`src/hdl/crc_codeword_generator_core_macros.svh`:
```
// Assertion macros shared by the RTL of the CRC codeword generator.
`ifndef CRC_CODEWORD_GENERATOR_CORE_MACROS_SVH
`define CRC_CODEWORD_GENERATOR_CORE_MACROS_SVH

// The consequent must hold in the same cycle as the antecedent.
`define CCG_ASSERT_SAME(label, clk, rst, ante, cons, msg) \
   label: assert property (@(posedge clk) disable iff (rst) (ante) |-> (cons)) \
      else $error(msg);

// The consequent must hold in the cycle after the antecedent.
`define CCG_ASSERT_NEXT(label, clk, rst, ante, cons, msg) \
   label: assert property (@(posedge clk) disable iff (rst) (ante) |=> (cons)) \
      else $error(msg);

`endif

```
`src/hdl/ccg_pkg.sv`:
```
`default_nettype none

package ccg_pkg;

   localparam int MSG_BITS          = 32;
   localparam int LEN_BITS          = 6;
   localparam int REM_BITS          = 31;
   localparam int DEG_BITS          = 5;
   localparam int CODEWORD_BITS_DEF = 32;
   localparam int STEP_BITS         = 8;
   localparam int CRC_STAGES        = MSG_BITS / STEP_BITS;

   typedef logic [MSG_BITS-1:0]  word_type;
   typedef logic [DEG_BITS-1:0]  deg_type;
   typedef logic [LEN_BITS-1:0]  len_type;
   typedef logic [REM_BITS-1:0]  rem_type;
   typedef logic [STEP_BITS-1:0] chunk_type;

   localparam word_type POLY_RESET = word_type'(11);

   function automatic deg_type top_index(word_type p);
      deg_type d;
      d = '0;
      for (int i = 0; i < MSG_BITS; i++) begin
         if (p[i]) begin
            d = DEG_BITS'(i);
         end
      end
      return d;
   endfunction

   // Moves the top term of the polynomial just above the MSB, so that the lower
   // terms line up with a top-aligned remainder whatever the degree.
   function automatic word_type align_poly(word_type p);
      word_type g;
      g = p << ((DEG_BITS+1)'(MSG_BITS) - {1'b0, top_index(p)});
      return g;
   endfunction

   function automatic word_type crc_steps(word_type r, chunk_type b, word_type g);
      word_type acc;
      logic     fb;
      acc = r;
      for (int i = STEP_BITS - 1; i >= 0; i--) begin
         fb  = b[i] ^ acc[MSG_BITS-1];
         acc = acc << 1;
         if (fb) begin
            acc = acc ^ g;
         end
      end
      return acc;
   endfunction

endpackage

`default_nettype wire

```
`src/hdl/crc_codeword_generator_core.sv`:
```
// CRC codeword generator with a programmable generator polynomial. Each request
// beat carries a right-aligned message and its length; the response beat carries
// the GF(2) remainder of the message with degree zero bits appended, the codeword
// (message shifted up by the degree, remainder in the low bits) and an error flag
// that is set, with zero data, for a zero polynomial, a length outside 1 to 32,
// or a message that does not fit the codeword together with the remainder. The
// degree is the index of the top set bit of the polynomial. The block is a
// six-stage pipeline: one capture stage, four division stages of eight bits each,
// and one output alignment stage. It takes one beat per cycle and each beat passes
// through the stages in that order; a stall on the response side holds the
// whole pipeline. Write the polynomial only while no beat is in flight.
`default_nettype none

`include "crc_codeword_generator_core_macros.svh"

module crc_codeword_generator_core #(
   parameter int CODEWORD_BITS = ccg_pkg::CODEWORD_BITS_DEF
) (
   input  wire                    clock,
   input  wire                    reset,
   input  wire                    csr_wr_en,
   input  wire ccg_pkg::word_type csr_wr_data,
   input  wire                    req_valid,
   output logic                   req_stall,
   input  wire ccg_pkg::word_type req_message_bits,
   input  wire ccg_pkg::len_type  req_message_length,
   output logic                   rsp_valid,
   input  wire                    rsp_stall,
   output ccg_pkg::word_type      rsp_codeword,
   output ccg_pkg::rem_type       rsp_crc_remainder,
   output logic                   rsp_error_flag
);
   import ccg_pkg::*;

   localparam int LAST = CRC_STAGES;

   word_type poly_ff, poly_in;
   word_type galign_ff, galign_in;
   deg_type  deg_ff, deg_in;
   logic     poly_zero_ff, poly_zero_in;

   logic     vld_ff [LAST+1];
   logic     vld_in [LAST+1];
   logic     err_ff [LAST+1];
   logic     err_in [LAST+1];
   word_type msg_ff [LAST+1];
   word_type msg_in [LAST+1];
   word_type rem_ff [LAST+1];
   word_type rem_in [LAST+1];

   logic     rsp_valid_ff, rsp_valid_in;
   word_type rsp_code_ff, rsp_code_in;
   rem_type  rsp_rem_ff, rsp_rem_in;
   logic     rsp_err_ff, rsp_err_in;

   logic     advance;
   logic     bad_len;
   logic [7:0] fit_sum;
   rem_type  rem_out;
   word_type code_out;

   assign advance   = !(rsp_valid_ff && rsp_stall);
   assign req_stall = !advance;

   always_comb begin
      poly_in      = poly_ff;
      galign_in    = galign_ff;
      deg_in       = deg_ff;
      poly_zero_in = poly_zero_ff;
      if (csr_wr_en) begin
         poly_in      = csr_wr_data;
         galign_in    = align_poly(csr_wr_data);
         deg_in       = top_index(csr_wr_data);
         poly_zero_in = (csr_wr_data == '0);
      end
   end

   always_comb begin
      fit_sum = {2'b00, req_message_length} + {3'b000, deg_ff};
      bad_len = (req_message_length == '0) || (req_message_length > LEN_BITS'(MSG_BITS))
                || (fit_sum > 8'(CODEWORD_BITS));
      vld_in[0] = req_valid;
      err_in[0] = poly_zero_ff || bad_len;
      msg_in[0] = req_message_bits & ~(word_type'('1) << req_message_length);
      rem_in[0] = '0;
      for (int k = 1; k <= LAST; k++) begin
         vld_in[k] = vld_ff[k-1];
         err_in[k] = err_ff[k-1];
         msg_in[k] = msg_ff[k-1];
         rem_in[k] = crc_steps(rem_ff[k-1],
                               msg_ff[k-1][MSG_BITS-1-(k-1)*STEP_BITS -: STEP_BITS],
                               galign_ff);
      end
   end

   always_comb begin
      rem_out  = REM_BITS'(rem_ff[LAST] >> (LEN_BITS'(MSG_BITS) - {1'b0, deg_ff}));
      code_out = (msg_ff[LAST] << deg_ff) | {1'b0, rem_out};
      rsp_valid_in = vld_ff[LAST];
      rsp_err_in   = err_ff[LAST];
      rsp_code_in  = err_ff[LAST] ? '0 : code_out;
      rsp_rem_in   = err_ff[LAST] ? '0 : rem_out;
   end

   always_ff @(posedge clock) begin
      if (reset) begin
         poly_ff      <= POLY_RESET;
         galign_ff    <= align_poly(POLY_RESET);
         deg_ff       <= top_index(POLY_RESET);
         poly_zero_ff <= 1'b0;
         rsp_valid_ff <= 1'b0;
         for (int k = 0; k <= LAST; k++) begin
            vld_ff[k] <= 1'b0;
         end
      end else begin
         poly_ff      <= poly_in;
         galign_ff    <= galign_in;
         deg_ff       <= deg_in;
         poly_zero_ff <= poly_zero_in;
         if (advance) begin
            rsp_valid_ff <= rsp_valid_in;
            for (int k = 0; k <= LAST; k++) begin
               vld_ff[k] <= vld_in[k];
            end
         end
      end
   end

   always_ff @(posedge clock) begin
      if (advance) begin
         rsp_code_ff <= rsp_code_in;
         rsp_rem_ff  <= rsp_rem_in;
         rsp_err_ff  <= rsp_err_in;
         for (int k = 0; k <= LAST; k++) begin
            err_ff[k] <= err_in[k];
            msg_ff[k] <= msg_in[k];
            rem_ff[k] <= rem_in[k];
         end
      end
   end

   assign rsp_valid         = rsp_valid_ff;
   assign rsp_codeword      = rsp_code_ff;
   assign rsp_crc_remainder = rsp_rem_ff;
   assign rsp_error_flag    = rsp_err_ff;

   `CCG_ASSERT_SAME(a_err_zero, clock, reset, rsp_valid && rsp_error_flag, (rsp_codeword == '0) && (rsp_crc_remainder == '0), "Rejected beat carries nonzero data.")
   `CCG_ASSERT_SAME(a_rem_fits, clock, reset, rsp_valid && !rsp_error_flag, (rsp_crc_remainder >> deg_ff) == '0, "Remainder is wider than the degree.")
   `CCG_ASSERT_SAME(a_code_low, clock, reset, rsp_valid && !rsp_error_flag, ((rsp_codeword ^ {1'b0, rsp_crc_remainder}) << (LEN_BITS'(MSG_BITS) - {1'b0, deg_ff})) == '0, "Codeword low bits differ from the remainder.")
   `CCG_ASSERT_NEXT(a_zero_poly, clock, reset, req_valid && !req_stall && poly_zero_ff, err_ff[0], "Zero polynomial did not flag an error.")

endmodule

`default_nettype wire

```
`config.mk`:
```
export PLATFORM = sky130hd
export DESIGN_NAME = crc_codeword_generator_core
export DESIGN_NICKNAME = d
export VERILOG_FILES = /design/src/hdl/ccg_pkg.sv /design/src/hdl/crc_codeword_generator_core.sv
export VERILOG_INCLUDE_DIRS = /design/src /design/src/hdl
export SDC_FILE = /design/constraint.sdc
export NUM_CORES = 2
export LEC_CHECK = 0
export ABC_AREA = 1
export BUFFER_PORTS_ARGS = -buffer_cell sky130_fd_sc_hd__buf_4
export CAP_MARGIN = 20
export CORE_ASPECT_RATIO = 0.6
export CORE_MARGIN = 2
export CORE_UTILIZATION = 35
export DETAILED_ROUTE_END_ITERATION = 10
export GPL_TIMING_DRIVEN = 0
export PLACE_DENSITY = 0.46
export SETUP_SLACK_MARGIN = 0.3
export SYNTH_ARGS = -nofsm -noshare
export SYNTH_HDL_FRONTEND = slang
export SYNTH_SLANG_ARGS = --single-unit
export TNS_END_PERCENT = 1
```
`constraint.sdc`:
```
create_clock -name clock -period 17.35 [get_ports clock]
set_input_delay 1.735 -clock clock [delete_from_list [all_inputs] [get_ports clock]]
set_output_delay 1.735 -clock clock [all_outputs]
set_load 0.02 [all_outputs]
```
=== After elaboration in Yosys (flattened, before gate mapping) ===
Memory sizes are Yosys's and may differ from the RTL's. A register that Yosys moved wholly into a read port is not among the register bits.
Cells that the tools add are included.

* Flip-flop bits (word level): 102
* RAM bits: 330
* Input port bits: 75
* Output and inout bits: 66
* Memories: 4

* $add $sub $neg: 3
* Order comparisons: 2
* Shift operators: 4
* Muxes and demuxes: 74
* Bitwise logic cells: 72
* Reduce and logical (&&, ||, !) cells: 7

{| class="wikitable"
|+ Memory list
! name !! words !! bits a word !! rd ports !! clocked after memory_dff !! wr ports !! line !! RTL
|-
| msg_ff || 5 || 32 || 5 || 0 || 5 || crc_codeword_generator_core.sv:46 || <nowiki>word_type msg_ff [LAST+1];</nowiki>
|-
| rem_ff || 5 || 32 || 5 || 0 || 5 || crc_codeword_generator_core.sv:48 || <nowiki>word_type rem_ff [LAST+1];</nowiki>
|-
| err_ff || 5 || 1 || 5 || 0 || 5 || crc_codeword_generator_core.sv:44 || <nowiki>logic err_ff [LAST+1];</nowiki>
|-
| vld_ff || 5 || 1 || 5 || 1 || 5 || crc_codeword_generator_core.sv:42 || <nowiki>logic vld_ff [LAST+1];</nowiki>
|}

{| class="wikitable"
|+ Operators by type and width
! kind !! number
|-
| $mux W32 || 32
|-
| $xor A32 B32 Y32 || 32
|-
| $mux W5 || 31
|-
| $and A32 B32 Y32 || 1
|-
| $logic_not A32 Y1 || 1
|-
| $not A32 Y32 || 1
|-
| $or A32 B31 Y32 || 1
|-
| $shl A32 B5 Y32 || 1
|-
| $shl A32 B6 Y32 || 1
|-
| $shl A32 B6 Y32 const A || 1
|-
| $shr A32 B6 Y31 || 1
|-
| $xor A1 B1 Y1 || 32
|-
| $sub A6 B5 Y6 const A || 2
|-
| $mux W1 || 11
|-
| $add A6 B5 Y7 || 1
|-
| $gt A7 B6 Y1 const B || 1
|-
| $gt A6 B6 Y1 const B || 1
|-
| $logic_not A6 Y1 || 1
|-
| $or A1 B1 Y1 || 5
|-
| $logic_or A1 B1 Y1 || 3
|-
| $logic_and A1 B1 Y1 || 1
|-
| $logic_not A1 Y1 || 1
|}

=== Longest topological paths before layout ===
* Depth after elaboration: 34
* Depth in mapped cells: 42

=== Worst setup path after synthesis ===
No wires, ideal clock.

* Path kind: input to output
* Start: input port rsp_stall
* End: output port req_stall
* Data arrival time: 10.791 ns
* Data required time: 15.615 ns
* Setup slack: 4.824 ns
* Cell stages on the path: 2
* Cell sequence: nand2_1 > inv_1

* Longest elaborated chain between the ends: 1

{| class="wikitable"
|+ Ends and longest elaborated chain
! what !! line !! RTL
|-
| from (decl) || crc_codeword_generator_core.sv:28 || <nowiki>input wire rsp_stall,</nowiki>
|-
| $logic_and A1 B1 Y1 || crc_codeword_generator_core.sv:62 || <nowiki>assign advance = !(rsp_valid_ff && rsp_stall);</nowiki>
|-
| to (decl) || crc_codeword_generator_core.sv:24 || <nowiki>output logic req_stall,</nowiki>
|}

Every way passes these cells.

=== Final worst setup path ===
* Start: input port csr_wr_data[3]
* End: register galign_ff[14]

* Longest elaborated chain between the ends: 32

{| class="wikitable"
|+ Ends and longest elaborated chain
! what !! line !! RTL
|-
| from (decl) || crc_codeword_generator_core.sv:22 || <nowiki>input wire ccg_pkg::word_type csr_wr_data,</nowiki>
|-
| $mux W5 || - ||
|-
| $mux W5 (2 in series) || ccg_pkg.sv:25 || <nowiki>if (p[i]) begin</nowiki>
|-
| $mux W5 (13 in series) || - ||
|-
| $mux W5 (3 in series) || ccg_pkg.sv:25 ||
|-
| $mux W5 || - ||
|-
| $mux W5 (3 in series) || ccg_pkg.sv:25 ||
|-
| $mux W5 || - ||
|-
| $mux W5 || ccg_pkg.sv:25 ||
|-
| $mux W5 (4 in series) || - ||
|-
| $mux W5 || crc_codeword_generator_core.sv:70 || <nowiki>if (csr_wr_en) begin</nowiki>
|-
| $sub A6 B5 Y6 || ccg_pkg.sv:36 || <nowiki>g = p << ((DEG_BITS+1)'(MSG_BITS) - {1'b0, top_index(p)});</nowiki>
|-
| $shl A32 B6 Y32 (*) || ccg_pkg.sv:36 ||
|-
| to (signal assigned) || crc_codeword_generator_core.sv:108 || <nowiki>galign_ff <= align_poly(POLY_RESET);</nowiki>
|-
| to (signal assigned) || crc_codeword_generator_core.sv:117 || <nowiki>galign_ff <= galign_in;</nowiki>
|-
| to (decl) || crc_codeword_generator_core.sv:38 || <nowiki>word_type galign_ff, galign_in;</nowiki>
|}

Every way passes the cells marked *; elsewhere a longest branch is shown, timed or not. The select of a mux whose other input is x is not followed.
A chain may end at the register's enable or synchronous reset.

==> results.ini <==
[clock_tree]
clock_path_buffers = 3
hold_buffers = 0
worstSkewPairLatency_ps = 650
cts_buffers = 44
cts_root_buffer = clkbuf_16
clkTransAtPathRegs_ps = 60
cts_tree = done
postCtsSetupBuffers = 0
cts_sinks = 401
htree_levels = 2
cts.repair.resized = 0

[yosys]
ys_top_cells_by_area = edfxtp_1, xor2_1, nand2_1
synth_cell_types = 49
ys_seq_area_frac = 0.3626
synthCells = 4191
yosys-top-cells-count = nand2_1, xor2_1, nor2_1
ys.flop_type = edfxtp_1
synth-xor-area-share = 0.2692
synth_top_family_by_area = XOR/XNOR gates
avgSynthCellArea_sq_um = 7.667
syn_nets = 4274
ys_ff_latch = 401
synth_warnings = 0
synthMuxAreaShare = 0.007165
yosys.cell_count.top_type = nand2_1
synth-simple-area-share = 0.2471
async_flop_share = 0
yosys.area.top_type = edfxtp_1
synthAdderAreaFrac = 0.003349
synth-compound-area-share = 0.04700
synth-edff-count = 362
synth_top_area_frac = 0.3383
syn_area_sq_um = 32130

[placed_design]
dpl.hpwl_um = 110000
placed_area_sq_um = 34880
place_congestion = 1.019
place_inst = 5567
numPortBuffers = 138

[floorplanning]
die-area_sq_um = 94330
core_area_sq_um = 91360
io-pin-count = 141
start_util = 0.3517
die_y_um = 238.7
num_rows = 86
die_width_um = 395.2

[worst_hold_path]
hold_depth = 0
min_path_type = reg2reg

[drt]
wire_per_inst_um = 24.74
antenna_left = 0
wl_um = 139900
dr.pass1.iters = 7
drtIter0Drc = 3655
vias_per_cell = 5.135
vias = 29040
drc = 0

[sta]
hold_viol = 0
fmax_ghz = 0.1424
hold-worst-slack_ps = 406.1
setup_viol = 0
finalSetupTns_ps = 0
rsz0062_at_grt = no
fin_crit_sh = 0.4047
worst_pin_slew_ps = 1292
worst_slew_margin_rel = 0.1387
skew_ps = 43.71
report.final.slew_viol_count = 0
finalCriticalPeriod_ps = 7022

[setup_path]
worstPathRequired_ps = 17870
r2r_slack_ps = 10350
critPathCaptureType = register
crit_top_cell = nand2_1
cp_max_fo = 10
cpLargestDelayFamily = simple AND/OR/NAND/NOR gates
slowest_stage = xor2_1
cp.arrival_ps = 7540
max_stage_delay_ps = 710
criticalPathCategory = in2reg
r2r_cells = 17
startpoint_type = input pin
worst-path-buf-inv = 5
worst-path-stages = 39

[cells_and_area]
seq_area_sq_um = 11650
antenna_cells = 0
fillCellCount = 9574
drive_above_1_share = 0.06805
instances_no_fill = 5655
area_delta_synth_final_pct = 13.38
nNetsFinal = 4471
multiInputGateArea_sq_um = 18450
finalInstanceArea_sq_um = 36430

[global_routing]
grt_pass1_vias = 27040
antenna_found_initial = 3
overflow = 0
gr-usage-all-layers = 0.2923
grt_max_degree = 68
grt_pass1_wl_um = 198100

[run_status]
outcome = finished, final reports clean

[run]
drv_cap = 0

state kept, by name, indices dropped and copies added (netlist names):
| signal | flops |
|---|---|
| msg_ff | 160 |
| rem_ff | 128 |
| galign_ff | 32 |
| rsp_codeword | 32 |
| rsp_crc_remainder | 31 |
| deg_ff | 5 |
| err_ff | 5 |
| vld_ff | 5 |
| poly_zero_ff | 1 |
| rsp_error_flag | 1 |
| rsp_valid | 1 |
layout make-up:
class                           instances  area share
Multi-Input combinational cell       3264      0.5063
Sequential cell                       401      0.3198
Tap cell                             1232     0.04231
Timing Repair Buffer                  151     0.03592
Clock buffer                           53     0.03115
Buffer                                278     0.03053
Inverter                              248     0.02559
Clock inverter                         28    0.008380
cell usage in the layout (no fill, tap or decap), types with 9 or more instances in the layout:
cell type  Yosys  final
xnor2_1      238    238
dfxtp_1       39     39
nor2_2        14     14
o22ai_1       12     12
o21ai_0      152    152
mux2i_1       23     23
buf_4          3    142
buf_2         28     28
nand2_1     1236   1235
buf_1         52     52
a21oi_1       59     59
nand3_1      293    293
nand4_1        9      9
clkbuf_1     192    201
edfxtp_1     362    362
inv_1        229    229
o211ai_1      16     16
xor2_1       733    733
clkinv_1       7     14
clkbuf_16      0     45
inv_2         11     11
nor2_1       395    395
nand2_2       10     10
cell families (layout without fill, tap and decap cells):
group | after synthesis | in the layout
flip-flops | 401 | 401
adder cells (fa/ha/maj) | 8 | 8
AND/OR/NAND/NOR | 1980 | 1980
multiplexers | 23 | 23
AO/OA/AOI/OAI | 273 | 273
buffers and inverters | 526 | 758
XOR/XNOR | 980 | 980
final timing paths:
path	from	to
max	csr_wr_data[3]	galign_ff[14]$_SDFFE_PP0P_
min	msg_ff[0][3]$_DFFE_PN_	msg_ff[0][35]$_DFFE_PN_
max reg2reg	msg_ff[0][31]$_DFFE_PN_	rem_ff[0][57]$_DFFE_PN_
min reg2reg	msg_ff[0][3]$_DFFE_PN_	msg_ff[0][35]$_DFFE_PN_
per-stage QoR:
stage	utilization	setup WS, ps
floorplan	-	4824
global placement	0.3800	872.3
detailed placement	0.3818	9738
CTS	0.3976	10410
global route	0.3988	9822
finish	0.3988	10330
per-layer routing:
metal,share of wire,routed length (um),track usage
met1,0.50,70170,0.4694
met2,0.35,48610,0.3524
met3,0.14,19010,0.1180
met4,0.014,1933,0.04534
met5,0.0013,182,0
Power is not shown: default switching activity piles up to over one toggle a cycle in this logic, so the estimate is an artifact.
